### config.mk
export PLATFORM = sky130hd
export DESIGN_NAME = y2r_pixel_lane
export DESIGN_NICKNAME = d
export VERILOG_FILES = /design/src/rtl/core/y2r_pkg.sv /design/src/rtl/core/y2r_pixel_lane.sv
export SDC_FILE = /design/constraint.sdc
export NUM_CORES = 1
export LEC_CHECK = 0
export ABC_AREA = 1
export BUFFER_PORTS_ARGS = -buffer_cell sky130_fd_sc_hd__buf_2
export CELL_PAD_IN_SITES_DETAIL_PLACEMENT = 0
export CELL_PAD_IN_SITES_GLOBAL_PLACEMENT = 1
export CORE_MARGIN = 8
export CORE_UTILIZATION = 35
export DETAILED_ROUTE_END_ITERATION = 6
export PLACE_DENSITY_LB_ADDON = 0.1
export SYNTH_ARGS = -nofsm -noshare
export SYNTH_HDL_FRONTEND = slang
export SYNTH_SLANG_ARGS = --single-unit
### constraint.sdc
create_clock -name clock -period 6.3 [get_ports clock]
set_input_delay 0.945 -clock clock [delete_from_list [all_inputs] [get_ports clock]]
set_output_delay 0.945 -clock clock [all_outputs]
set_load 0.02 [all_outputs]
### src/rtl/core/y2r_pkg.sv
`timescale 1ns / 1ps

package y2r_pkg;

   // One 2x2 block of 4:2:0 video
   typedef struct packed {
      logic [7:0] luma_top_left;
      logic [7:0] luma_top_right;
      logic [7:0] luma_bottom_left;
      logic [7:0] luma_bottom_right;
      logic [7:0] chroma_blue;
      logic [7:0] chroma_red;
   } y2r_req_type;

   // Four RGB565 pixels of that block
   typedef struct packed {
      logic [15:0] pixel_top_left;
      logic [15:0] pixel_top_right;
      logic [15:0] pixel_bottom_left;
      logic [15:0] pixel_bottom_right;
   } y2r_rsp_type;

   // Coefficient set; cgu and cgv are stored as magnitudes and applied negated
   typedef struct packed {
      logic [17:0] crv;
      logic [17:0] cbu;
      logic [17:0] cgu;
      logic [17:0] cgv;
   } y2r_coef_type;

   // Per-block chroma offsets handed from the chroma unit to the pixel lanes
   typedef struct packed {
      logic signed [8:0] dr;
      logic signed [8:0] dg;
      logic signed [8:0] db;
   } y2r_offset_type;

   localparam logic [2:0] MatrixReset = 3'd6;

   localparam y2r_coef_type CoefTable [8] = '{
      '{18'd117504, 18'd138453, 18'd13954, 18'd34903},
      '{18'd117504, 18'd138453, 18'd13954, 18'd34903},
      '{18'd104597, 18'd132201, 18'd25675, 18'd53279},
      '{18'd104597, 18'd132201, 18'd25675, 18'd53279},
      '{18'd104448, 18'd132798, 18'd24759, 18'd53109},
      '{18'd104597, 18'd132201, 18'd25675, 18'd53279},
      '{18'd104597, 18'd132201, 18'd25675, 18'd53279},
      '{18'd117579, 18'd136230, 18'd16907, 18'd35559}
   };

   // Chroma quotient: divide by 76309 with half-divisor rounding
   localparam logic [16:0] ChromaDivisor = 17'd76309;
   localparam logic [24:0] ChromaHalf    = 25'd38154;
   // floor(2^32 / 76309); estimate is exact or one low
   localparam logic [15:0] ChromaRecip   = 16'd56283;

   // Luma scaling
   localparam logic signed [27:0] LumaGain   = 28'sd76309;
   localparam logic signed [27:0] LumaRound  = 28'sd32768;
   localparam logic signed [9:0]  LumaOffset = 10'sd16;

endpackage

### src/rtl/core/y2r_pixel_lane.sv
`timescale 1ns / 1ps

// One pixel: scale luma plus offset for red, green and blue, then clamp
module y2r_pixel_lane (
   input  logic                    clock,
   input  logic [7:0]              luma,
   input  y2r_pkg::y2r_offset_type offset,
   output logic [2:0][7:0]         chan
);
   import y2r_pkg::*;

   logic signed [8:0]  d [3];
   logic signed [9:0]  s [3];
   logic signed [27:0] prod_in [3];
   logic signed [27:0] prod_ff [3];
   logic signed [27:0] val [3];
   logic [2:0][7:0]    chan_in, chan_ff;

   assign d[0] = offset.dr;
   assign d[1] = offset.dg;
   assign d[2] = offset.db;

   // Stage 1: offset luma and scale
   always_comb begin
      for (int k = 0; k < 3; k++) begin
         s[k]       = $signed({2'b00, luma}) + 10'(d[k]) - LumaOffset;
         prod_in[k] = 28'(s[k]) * LumaGain;
      end
   end

   // Stage 2: round, shift down and clamp to 0..255
   always_comb begin
      for (int k = 0; k < 3; k++) begin
         val[k] = prod_ff[k] + LumaRound;
         if (val[k] < 0) begin
            chan_in[k] = 8'd0;
         end else if (val[k][27:16] > 12'd255) begin
            chan_in[k] = 8'd255;
         end else begin
            chan_in[k] = val[k][23:16];
         end
      end
   end

   always_ff @(posedge clock) begin
      for (int k = 0; k < 3; k++) begin
         prod_ff[k] <= prod_in[k];
      end
      chan_ff <= chan_in;
   end

   assign chan = chan_ff;

`ifndef SYNTHESIS
   a_red_floor: assert property (@(posedge clock)
      (prod_ff[0] < -28'sd32768) |=> (chan_ff[0] == 8'd0))
      else $error("negative red sum not clamped to zero");
   a_blue_ceiling: assert property (@(posedge clock)
      (prod_ff[2] >= 28'sd16744448) |=> (chan_ff[2] == 8'd255))
      else $error("blue sum above range not clamped");
`endif

endmodule

# Word level (Yosys, flattened, before mapping)

Memories as Yosys holds them, arrays and structs flattened.
Index checks and enable logic that the tools add are counted.

Bits in writable memories: 84
Input port bits: 36
Output and inout bits: 24
ROM bits: 0
Memories: 1
Word-level logic and storage cells: 25
Latch bits: 0
Flip-flop bits (word level): 24

Multiplexer cells: 3
Equal/unequal tests: 0
Reductions and logical operators: 0
Multiply operators: 3
Shifts and indexed selects: 0
Magnitude comparators: 6
Bitwise logic cells: 0
Divide/modulo/power cells: 0
$add $sub $neg: 9

Memory list:

| memory  | depth | width | rd ports | clocked after memory_dff | wr ports | line                 | RTL |
|---|---|---|---|---|---|---|---|
| prod_ff | 3     | 28    | 3        | 0                        | 3        | y2r_pixel_lane.sv:15 | `logic signed [27:0] prod_ff [3];` |

Operators by type and width:

| kind                                                | number |
|---|---|
| adder 28 x 17 -> 28 bit, second input constant      | 3 |
| < comparator 28 x 1 -> 1 bit, second input constant | 3 |
| multiplier 10 x 18 -> 28 bit, second input constant | 3 |
| > comparator 12 x 8 -> 1 bit, second input constant | 3 |
| adder 9 x 9 -> 10 bit                               | 3 |
| subtractor 10 x 6 -> 10 bit, second input constant  | 3 |
| two-way mux 8 bit                                   | 3 |

# Depth between registers and ports, before layout

Depth in word-level cells: 3
Gate-level depth with buffers: 28
Mapped depth without buffers: 28

# Least setup slack after synthesis

Ideal clock, no wire load.

Kind: input -> register
Start point: input port offset[1] (netlist name)
End point: memory prod_ff[2][26], in the netlist prod_ff[0][82]
Library setup time: 0.114 ns
Arrival: 6.047 ns
Setup slack: 0.139 ns
Buffers on the path: 0
Cell stages on the path: 21
Data required time: 6.186 ns
Cell sequence: ha_1 -> ha_1 -> fa_1 -> a21oi_1 -> o21bai_1 -> a21oi_1 -> ha_1 -> fa_1 -> inv_1 -> fa_1 -> inv_1 -> fa_1 -> fa_1 -> ha_1 -> nand2_1 -> nor2_2 -> inv_1 -> nor3_2 -> nand2_1 -> nand4_1 -> nand2_1

RTL lines:

| element     | line                 | RTL |
|---|---|---|
| from (decl) | y2r_pixel_lane.sv:7  | `input y2r_pkg::y2r_offset_type offset,` |
| to (decl)   | y2r_pixel_lane.sv:15 |  |

==> metrics.yaml <==
detailed_routing:
  wl_per_cell_um: 14.2
  vias_per_cell: 4.65
  wl_mm: 31.6
  drt_iter0_drc: 392
  final_antenna_net_count: 0
  drc: 0
  vias: 10300
  first_pass_iters: 5
sta:
  rsz0062_at_grt: "no"
  fin_crit_sh_pct: 94.0
  skew_ns: 0.0123
  worst_pin_slew_ns: 0.642
  hold_viol: 0
  fin_setup_tns_ns: 0
  final.min_clock_period_ns: 5.92
  slew_headroom_pct: 57.1
  setup-violations-final: 0
  slew_violations: 0
  max_clock_freq_mhz: 169
worst_setup_path:
  r2r_cells: 5
  critPathCaptureType: "register"
  crit_arrival_ns: 6.15
  timing.rr.end: "chan[11]"
  path_max_fanout: 5
  r2r_slack_ns: 4.70
  path_class: "primary input to register"
  r2r_start: "prod_ff[0][45]"
  cp-start-kind: "primary input"
  cp_data_required_time_ns: 6.53
floorplan:
  die_area_sq_um: 40300
  row_count: 67
  fp.dieW_um: 201
  die_h_um: 201
  ios: 60
  core_region_area_sq_um: 33500
  start_util_pct: 35.6
global_route:
  grt_pass1_wl_mm: 54.3
  grt_max_degree: 14
  overflow: 0
  track_usage_pct: 16.3
  grt_pass1_vias: 11200
  antenna_found_initial: 0
clock_tree:
  clock_latency_ns: 0.34
  numCtsBuffers: 9
  htree_levels: 3
  clock_sinks: 63
  cts_buffer_depth: 2
  cts_tree: "yes"
  cts_hold_buf: 0
  clock-root-buffer: "clkbuf_16"
  clk_pin_slew_ns: 0.06
synth:
  syn_inst: 1639
  synth_cell_type_count: 33
  yosysWarnings: 0
  avgSynthCellArea_sq_um: 7.29
  async_flop_share_pct: 0
  synthFlopType: "dfxtp_1"
  ys_seq_elements: 63
  syn_area_sq_um: 11900
  synth-edff-count: 0
  syn_nets: 2044
  seq_area_frac_synth_pct: 10.6
outcome:
  outcome: "finished, final reports clean"
placement:
  dp_hpwl_mm: 28.6
  place.gp.congestion: 0.839
  port_buffers: 59
final_layout:
  fill_cells: 3605
  antennaDiodeCount: 0
  register_area_sq_um: 1260
  drive_gt1_share_pct: 10.6
  nets: 2176
  area_delta_synth_final_pct: 14.4
  multi_input_comb_area_sq_um: 9290
min_path:
  hp-class: "register to register"
  whs_path_depth: 2
  hold_start: "prod_ff[0][18]"
  hold_end: "chan[2]"
flow_run:
  max-cap-violations: 0
## cells by family after synthesis
group / Yosys count / share of synthesized area [%]
AND/OR/NAND/NOR: 602 / 21.7
adder cells (fa/ha/maj): 369 / 43.8
buffers and inverters: 380 / 12.0
flip-flops: 63 / 10.6
XOR/XNOR: 57 / 4.31
AO/OA/AOI/OAI: 168 / 7.67
## repair_timing
action,CTS,global route
gates resized for setup,0,9
setup endpoints to repair,0,21
setup buffers,0,0
## per-layer routing
| metal | GRT usage [%] | wire length, um | vias up |
|---|---|---|---|
| li1 | - | - | 5482 |
| met1 | 19.2 | 14500 | 4715 |
| met2 | 30.8 | 16000 | 103 |
| met3 | 1.73 | 587 | 32 |
| met4 | 4.02 | 607 | 0 |
| met5 | 0 | 0 | - |
## worst max path at each step
stage                   start              to  cells past startpoint
finish                luma[1]  prod_ff[0][24]                     22
detailed placement    luma[1]  prod_ff[0][78]                     22
global placement      luma[1]  prod_ff[0][52]                     22
CTS                   luma[1]  prod_ff[0][78]                     22
floorplan           offset[1]  prod_ff[0][82]                     21
global route          luma[7]  prod_ff[0][55]                     26
## cell usage after synthesis (13+ instances only)
cell type | n | area share (%)
ha_1 | 288 | 30
xnor2_1 | 13 | 0.95
xor2_1 | 42 | 3.1
o21ai_0 | 35 | 1.5
nor2_1 | 92 | 2.9
nand3_1 | 73 | 3.1
a31oi_1 | 27 | 1.4
nand2_1 | 356 | 11
dfxtp_1 | 63 | 11
nor3_1 | 15 | 0.63
a21oi_1 | 90 | 3.8
inv_1 | 375 | 12
nand4_1 | 29 | 1.5
fa_1 | 81 | 14
## placed cells by master, fill, tap and decap left out, types with 15 or more instances in the layout
| cell type | n |
|---|---|
| nor2_1 | 91 |
| a21oi_1 | 88 |
| nor3_1 | 15 |
| buf_2 | 59 |
| inv_1 | 375 |
| o21ai_0 | 34 |
| ha_1 | 285 |
| nand3_1 | 73 |
| xor2_1 | 42 |
| dfxtp_1 | 63 |
| a31oi_1 | 25 |
| nand4_1 | 29 |
| nand2_1 | 356 |
| buf_4 | 63 |
| fa_1 | 81 |
## critical path: stages
cell     delay, ns
buf_2         0.15
ha_1          0.29
ha_1          0.22
fa_1          0.40
a21oi_1       0.16
o21ai_1       0.11
a31oi_2       0.17
xor2_1        0.24
ha_1          0.18
inv_1         0.06
fa_1          0.50
fa_1          0.55
inv_1         0.05
fa_1          0.50
fa_1          0.56
ha_2          0.31
a21oi_1       0.18
o21ai_0       0.15
a21oi_1       0.22
nand3_1       0.10
nand2_1       0.06
nand2_1       0.04
## layout make-up
type                    instances  area share [%]
multi-input cells            1196            68.0
inverters                     379            10.4
flip-flops and latches         63            9.24
repair buffers                122            5.63
well taps                     448            4.10
clock buffers                   9            1.65
clock inverters                 7           0.934
## sequential cells by signal (all words and copies together) (netlist names)
signal / cells
prod_ff: 39
chan: 24
## per-stage QoR
step	hold WS (ns)	setup WS (ns)	instances	instance area [sq um]	utilization [%]
detailed placement	0.601	-0.0701	2208	13300	39.6
global placement	0.604	-0.0113	2208	13300	39.6
finish	0.609	0.378	2224	13700	40.7
CTS	0.608	0.281	2224	13600	40.6
floorplan	0.559	0.139	1639	11900	-
global route	0.634	0.0225	2224	13700	40.7
Power is not shown: default switching activity piles up to over one toggle a cycle in this logic, so the estimate is an artifact.
