<file path="src/rtl/core/y2r_pkg.sv">
`timescale 1ns / 1ps

package y2r_pkg;

   // One 2x2 block of 4:2:0 video
   typedef struct packed {
      logic [7:0] luma_top_left;
      logic [7:0] luma_top_right;
      logic [7:0] luma_bottom_left;
      logic [7:0] luma_bottom_right;
      logic [7:0] chroma_blue;
      logic [7:0] chroma_red;
   } y2r_req_type;

   // Four RGB565 pixels of that block
   typedef struct packed {
      logic [15:0] pixel_top_left;
      logic [15:0] pixel_top_right;
      logic [15:0] pixel_bottom_left;
      logic [15:0] pixel_bottom_right;
   } y2r_rsp_type;

   // Coefficient set; cgu and cgv are stored as magnitudes and applied negated
   typedef struct packed {
      logic [17:0] crv;
      logic [17:0] cbu;
      logic [17:0] cgu;
      logic [17:0] cgv;
   } y2r_coef_type;

   // Per-block chroma offsets handed from the chroma unit to the pixel lanes
   typedef struct packed {
      logic signed [8:0] dr;
      logic signed [8:0] dg;
      logic signed [8:0] db;
   } y2r_offset_type;

   localparam logic [2:0] MatrixReset = 3'd6;

   localparam y2r_coef_type CoefTable [8] = '{
      '{18'd117504, 18'd138453, 18'd13954, 18'd34903},
      '{18'd117504, 18'd138453, 18'd13954, 18'd34903},
      '{18'd104597, 18'd132201, 18'd25675, 18'd53279},
      '{18'd104597, 18'd132201, 18'd25675, 18'd53279},
      '{18'd104448, 18'd132798, 18'd24759, 18'd53109},
      '{18'd104597, 18'd132201, 18'd25675, 18'd53279},
      '{18'd104597, 18'd132201, 18'd25675, 18'd53279},
      '{18'd117579, 18'd136230, 18'd16907, 18'd35559}
   };

   // Chroma quotient: divide by 76309 with half-divisor rounding
   localparam logic [16:0] ChromaDivisor = 17'd76309;
   localparam logic [24:0] ChromaHalf    = 25'd38154;
   // floor(2^32 / 76309); estimate is exact or one low
   localparam logic [15:0] ChromaRecip   = 16'd56283;

   // Luma scaling
   localparam logic signed [27:0] LumaGain   = 28'sd76309;
   localparam logic signed [27:0] LumaRound  = 28'sd32768;
   localparam logic signed [9:0]  LumaOffset = 10'sd16;

endpackage

</file>
<file path="src/rtl/core/y2r_rnd_div.sv">
`timescale 1ns / 1ps

// Rounded, sign-symmetric quotient coef * sample / 76309 over four stages
module y2r_rnd_div (
   input  logic              clock,
   input  logic [17:0]       coef,
   input  logic              coef_neg,
   input  logic signed [8:0] sample,
   output logic signed [8:0] quot
);
   import y2r_pkg::*;

   logic [7:0]  mag;
   logic [25:0] wide_prod;
   logic [24:0] prod_in, prod_ff;
   logic        neg1_ff, neg2_ff, neg3_ff;

   logic [24:0] m_in, m1_ff, m2_ff;
   logic [40:0] est_wide;
   logic [7:0]  qest_in, qest1_ff, qest2_ff;

   logic [24:0] back_wide, back_ff;
   logic [24:0] rem;
   logic [7:0]  q_fix;
   logic signed [8:0] quot_in, quot_ff;

   // Stage 1: magnitude product
   always_comb begin
      mag       = sample[8] ? 8'(-sample) : sample[7:0];
      wide_prod = {8'd0, coef} * {18'd0, mag};
      prod_in   = wide_prod[24:0];
   end

   // Stage 2: add half divisor, estimate quotient by reciprocal
   always_comb begin
      m_in     = prod_ff + ChromaHalf;
      est_wide = {16'd0, m_in} * {25'd0, ChromaRecip};
      qest_in  = est_wide[39:32];
   end

   // Stage 3: multiply estimate back
   assign back_wide = {17'd0, qest1_ff} * {8'd0, ChromaDivisor};

   // Stage 4: correct estimate by one compare, apply sign
   always_comb begin
      rem     = m2_ff - back_ff;
      q_fix   = (rem >= {8'd0, ChromaDivisor}) ? qest2_ff + 8'd1 : qest2_ff;
      quot_in = neg3_ff ? -$signed({1'b0, q_fix}) : $signed({1'b0, q_fix});
   end

   // Advance the data pipeline
   always_ff @(posedge clock) begin
      prod_ff  <= prod_in;
      neg1_ff  <= sample[8] ^ coef_neg;
      m1_ff    <= m_in;
      qest1_ff <= qest_in;
      neg2_ff  <= neg1_ff;
      m2_ff    <= m1_ff;
      qest2_ff <= qest1_ff;
      back_ff  <= back_wide;
      neg3_ff  <= neg2_ff;
      quot_ff  <= quot_in;
   end

   assign quot = quot_ff;

`ifndef SYNTHESIS
   // Reciprocal estimate is never more than one below the true quotient
   a_est_within_one: assert property (@(posedge clock)
      (back_ff <= m2_ff) |-> ((m2_ff - back_ff) < {7'd0, ChromaDivisor, 1'b0}))
      else $error("quotient estimate off by more than one");
`endif

endmodule

</file>
<file path="src/rtl/core/y2r_chroma.sv">
`timescale 1ns / 1ps

// Chroma offsets for one block: four dividers and the green sum
module y2r_chroma (
   input  logic                     clock,
   input  y2r_pkg::y2r_coef_type    coef,
   input  logic signed [8:0]        u,
   input  logic signed [8:0]        v,
   output y2r_pkg::y2r_offset_type  offset
);
   import y2r_pkg::*;

   logic signed [8:0] q_r, q_b, q_gu, q_gv;
   logic signed [9:0] dg_sum;
   y2r_offset_type    offset_in, offset_ff;

   y2r_rnd_div u_div_r  (.clock(clock), .coef(coef.crv), .coef_neg(1'b0),
                         .sample(v), .quot(q_r));
   y2r_rnd_div u_div_b  (.clock(clock), .coef(coef.cbu), .coef_neg(1'b0),
                         .sample(u), .quot(q_b));
   y2r_rnd_div u_div_gu (.clock(clock), .coef(coef.cgu), .coef_neg(1'b1),
                         .sample(u), .quot(q_gu));
   y2r_rnd_div u_div_gv (.clock(clock), .coef(coef.cgv), .coef_neg(1'b1),
                         .sample(v), .quot(q_gv));

   // Sum the two green terms, hold red and blue alongside
   always_comb begin
      dg_sum       = 10'(q_gu) + 10'(q_gv);
      offset_in.dr = q_r;
      offset_in.dg = dg_sum[8:0];
      offset_in.db = q_b;
   end

   always_ff @(posedge clock) begin
      offset_ff <= offset_in;
   end

   assign offset = offset_ff;

endmodule

</file>
<file path="config.mk">
export PLATFORM = sky130hd
export DESIGN_NAME = y2r_chroma
export DESIGN_NICKNAME = d
export VERILOG_FILES = /design/src/rtl/core/y2r_pkg.sv /design/src/rtl/core/y2r_rnd_div.sv /design/src/rtl/core/y2r_chroma.sv
export SDC_FILE = /design/constraint.sdc
export NUM_CORES = 2
export LEC_CHECK = 0
export ABC_AREA = 0
export BUFFER_PORTS_ARGS = -buffer_cell sky130_fd_sc_hd__buf_4
export CAP_MARGIN = 20
export CORE_MARGIN = 4
export CORE_UTILIZATION = 45
export CTS_BUF_LIST = sky130_fd_sc_hd__clkbuf_4 sky130_fd_sc_hd__clkbuf_8
export CTS_CLUSTER_SIZE = 12
export DETAILED_ROUTE_END_ITERATION = 12
export HOLD_SLACK_MARGIN = 0.05
export PLACE_DENSITY = 0.6
export SLEW_MARGIN = 30
export SYNTH_ARGS = -nofsm -noshare
export SYNTH_HDL_FRONTEND = slang
export SYNTH_HIERARCHICAL = 1
export SYNTH_SLANG_ARGS = --single-unit
</file>
<file path="constraint.sdc">
create_clock -name clock -period 25.2 [get_ports clock]
set_input_delay 5.04 -clock clock [delete_from_list [all_inputs] [get_ports clock]]
set_output_delay 5.04 -clock clock [all_outputs]
set_load 0.1 [all_outputs]
</file>
# After elaboration in Yosys (flattened, before gate mapping)
# Index checks and enable logic that the tools add are counted.
[totals]
reg_bits = 539
in_bits = 91
out_inout_bits = 27
elab_cells = 94
[op_classes]
addsub = 19
mul = 12
order_cmp = 4
mux = 10
bitwise_logic = 2
[op_table]
columns = ["cell", "n"]
rows = [
  ["25-bit by 16-bit multiplier with 40-bit output, second input constant", 4],
  ["25-bit by 16-bit adder with 25-bit output, second input constant", 4],
  ["25-bit by 17-bit greater-or-equal comparator with 1-bit output, second input constant", 4],
  ["18-bit by 8-bit multiplier with 25-bit output", 4],
  ["8-bit by 17-bit multiplier with 25-bit output, second input constant", 4],
  ["25-bit subtractor", 4],
  ["8-bit two-way mux", 10],
  ["8-bit negator with 9-bit output", 4],
  ["8-bit by 1-bit adder with 8-bit output, second input constant", 4],
  ["8-bit negator", 2],
  ["9-bit adder", 1],
  ["1-bit NOT", 2],
]

# Longest topological paths before layout
[logic_depth]
ltp_word = 5
depth_mapped = 37
mapped_depth_nobuf = 37

# Modules after synthesis
# The synthesis kept the hierarchy.
[by_module_without_submodules]
columns = ["mod", "instances", "cells_each", "area_each_um2", "seq_area_each_um2"]
rows = [
  ["y2r_rnd_div (u_div_gu)", 1, 1961, 18885.6, 2522.4],
  ["y2r_rnd_div (u_div_b)", 1, 1939, 18704.2, 2522.4],
  ["y2r_rnd_div (u_div_gv)", 1, 1902, 18569.1, 2522.4],
  ["y2r_rnd_div (u_div_r)", 1, 1867, 18448.9, 2522.4],
  ["y2r_chroma", 1, 70, 893.4, 540.5],
]

# Least setup slack after synthesis
# No wires, ideal clock.
[synth_timing]
path_type = "input to register"
startpoint = "input port u[0]"
endpoint = "register u_div_gu.prod_ff[24]"
setup_time_ns = 0.072
arrival_ns = 11.199
required_time_ns = 25.128
setup_slack_ns = 13.929
path_stages = 27
path_buffers = 3
cell_sequence = "clkbuf_1 > clkbuf_1 > inv_1 > ha_1 > nand2b_1 > o21ai_0 > xor2_1 > clkbuf_1 > nor2b_1 > fa_1 > fa_1 > inv_1 > fa_1 > fa_1 > inv_1 > ha_1 > inv_1 > o21ai_0 > a21oi_1 > o21ai_0 > a41oi_1 > a211oi_1 > a41o_1 > o41a_1 > a41o_1 > o41ai_1 > xnor2_1"
[synth_via]
elab_chain_cells = 3
[synth_rtl]
columns = ["element", "line_no", "rtl"]
rows = [
  ["start: declaration", "y2r_chroma.sv:7", "input logic signed [8:0] u,"],
  ["8-bit negator", "y2r_rnd_div.sv:29", "mag = sample[8] ? 8'(-sample) : sample[7:0];"],
  ["8-bit two-way mux (*)", "y2r_rnd_div.sv:29", ""],
  ["18-bit by 8-bit multiplier with 25-bit output (*)", "y2r_rnd_div.sv:30", "wide_prod = {8'd0, coef} * {18'd0, mag};"],
  ["net u_div_gu.wide_prod[24]", "y2r_rnd_div.sv:14", "logic [25:0] wide_prod;"],
  ["end signal: assignment", "y2r_rnd_div.sv:53", "prod_ff <= prod_in;"],
  ["end: declaration", "y2r_rnd_div.sv:15", "logic [24:0] prod_in, prod_ff;"],
]
# The timed path passes the listed nets; every way through them passes the cells marked *.
# A chain may end at the register's enable or synchronous reset.

# Final worst setup path
# Same ends and word-level chain as after synthesis.

==> results.md <==
* Run status: completed
* Worst path required time at 25900 ps
* Final ANT Viol Nets at 0
* EDFF count, synth at 0
* Die W at 418 um
* Min-Delay Startpoint: u_div_r/m1_ff[10]
* Synthesized area at 75500 um2
* Hold depth at 0
* Cell family with most CP delay: compound AO/OA/AOI/OAI gates
* Root Driver: clkbuf_8
* Hold Path Class: flop to flop
* Initial DRC count at 2380
* Fin nets at 10.4k
* Die Height at 418 um
* Post-CTS Hold Buffers at 0
* Cts repair resizes at 0
* Post-Route WL at 171000 um
* DR vias at 52.0k
* Max Cap Viol at 0
* Vias per cell at 5.08
* Final Slew Violations at 0
* Max frequency at 93.5 MHz
* Final Hold Vio Count at 0
* GR Overflow Total at 0
* Critical Path Max Stage Delay at 540 ps
* Final min period at 10690 ps
* Core Area at 167000 um2
* Worst-Skew Late Latency at 790 ps
* Crit-path cells: buf_4 -> or3_1 -> o31ai_1 -> xnor2_4 -> nand2_1 -> fa_1 -> fa_1 -> fa_1 -> inv_1 -> fa_1 -> ha_1 -> a21oi_1 -> o21ai_0 -> a41oi_1 -> a211oi_1 -> a41o_1 -> o41a_1 -> a41o_1 -> o41ai_1 -> xnor2_1
* Most used cell, CP: fa_1
* Largest net degree at the start of global routing at 42
* Area Overhead vs Synth at 8.45%
* Share of the yosys chip area belonging to registers at 14.1%
* Post-synth top flop: dfxtp_1
* Slew @ Worst Pin at 1000 ps
* Yosys top cell by area: fa_1
* Clock skew at 82.4 ps
* CTS tree: built
* First drt pass iteration count at 5
* CP Class: input pin to flop
* Commonest cells post-synth: 1565 x inv_1, 1192 x ha_1, 1157 x fa_1
* DRC Markers at 0
* PortBufs at 117
* Asr flop ratio synth at 0%
* Synthesized flop and latch total at 531
* Vias in the first global route at 56.0k
* Count leader, synth: inv_1
* Drt wl/cell at 16.7 um
* Hpwl dp at 146000 um
* Hold EP: u_div_r/m2_ff[10]
* Reg2reg setup slack at 15140 ps
* Syn Area/Cell at 9.76 um2
* Final worst path period share at 42.4%
* Worst Setup End Kind: flop
* Startpoint types: input pin
* Area contributors post-synth: fa_1 31%, ha_1 20%, dfxtp_1 14%
* GP Congestion at 0.901
* Slew headroom at 32.8%
* CP arrival at 11390 ps
* Top cell type's share of synthesized area at 30.7%
* First-pass GRT wire length at 288000 um
* RSZ-0062 raised after global routing: false
* Clock-pin slew on the worst setup and hold paths at 60 ps
* Filler instances at 15.7k
* # rows at 150
* Post-CTS setup repair buffer count at 0
* Share of cells above drive strength 1 at 6.72%
* Crit path max fanout at 40
* Setup TNS at 0 ps
* Critical R2R Capture: u_div_r/qest1_ff[7]
* Critical Path Start: u[0]
* CTS H-Tree Depth at 3
* Buffer levels on the longest clock path at 3
* Gr usage total at 20.3%
* R2R cell count at 35
* Reg2reg start: u_div_r/prod_ff[2]
* Initial Utilization at 45.2%
* Total CTS buffers at 96
* Sink Count at 531
* Cells after Synth at 7739
* Synth cell types at 118
* Max FFs per register at 27
* # setup viols final at 0
* Area of the die at 174000 um2
* Initial antenna violation count at 7
* IO Pins at 118
* CP Buf/Inv Count at 2
* Highest-delay cell along the critical path: fa_1
* Synth warn at 6
layer usage:
layer	vias up	part of all wire (%)	routed length, um	track usage (%)
met2	964	46	79600	33.4
met4	2	2.2	3730	5.24
met5	-	0.0076	13	0
li1	25300	-	-	-
met3	212	4.8	8170	3.03
met1	25500	47	79900	28.2
area by class of cell:
cell class | instances | area (um2) | area share (%)
timing repair buffer | 200 | 1500 | 1.83
clock buffer | 133 | 1750 | 2.14
clock inverter | 46 | 623 | 0.761
tap | 2204 | 2760 | 3.37
antenna | 5 | 12.5 | 0.0153
multi-input combinational | 5554 | 58700 | 71.7
inverter | 1570 | 5890 | 7.20
sequential | 531 | 10600 | 13.0
cell usage in the layout, fill, tap and decap left out, types with 27 or more instances in the layout:
cell         n
inv_1     1565
or2_2       46
mux2i_1     27
o21ai_0    155
a21oi_1    277
nand2_1    463
xnor2_1    393
clkbuf_8   120
nor3_1      86
o31ai_1     41
buf_4      200
dfxtp_1    531
nor2b_1    233
o21a_1      60
fa_1      1157
xor2_1     202
o21bai_1    37
and3_1      50
ha_1      1192
nand3_1     73
a211oi_1    42
a21o_1     132
and2_1     124
nand4_1     29
nand2b_1    75
nor2_1     249
through the flow:
step / std cells / setup slack [ps] / cell area (um2) / util, % / hold WS [ps]
2_1_floorplan: 7741 / 13930 / 75500 / - / 310
6_report: 10200 / 14510 / 81900 / 49.0 / 294
3_3_place_gp: 10100 / 13720 / 79400 / 47.5 / 310
3_5_place_dp: 10100 / 13670 / 79400 / 47.6 / 312
4_1_cts: 10200 / 14550 / 81800 / 49.0 / 289
5_1_grt: 10200 / 14140 / 81900 / 49.0 / 304
worst max path at each step:
stage                            to  slack, ps  depth (start not counted)
3_5_place_dp   u_div_gu/prod_ff[24]      13670                         20
2_1_floorplan  u_div_gu/prod_ff[24]      13930                         27
6_report       u_div_gu/prod_ff[24]      14510                         20
4_1_cts        u_div_gu/prod_ff[24]      14550                         20
5_1_grt        u_div_gu/prod_ff[24]      14140                         20
3_3_place_gp   u_div_gu/prod_ff[24]      13720                         20
worst register-to-register path, delay by kind of cell (launching register included):
kind	cells	cell delay, ps
fa+ha+maj	8	3340
simple gates	7	1210
compound gates	13	3430
buf+inv	5	670
xor+xnor	2	860
flops	1	450
kinds of logic (layout without fill, tap and decap cells):
group                    after synthesis  count (layout)  synth area share (%)
XOR/XNOR                             616             616                  7.21
AND/OR/NAND/NOR                     1525            1525                  10.2
buffers and inverters               1656            1949                  8.34
flip-flops                           531             531                  14.1
adder cells (fa/ha/maj)             2349            2349                  50.4
AO/OA/AOI/OAI                       1025            1025                  9.24
multiplexers                          35              35                 0.482
other                                  2               9               0.00995
Power is left out: the tool's default activity adds up to more than one toggle a clock period on the data nets, which glitch-free logic cannot reach.
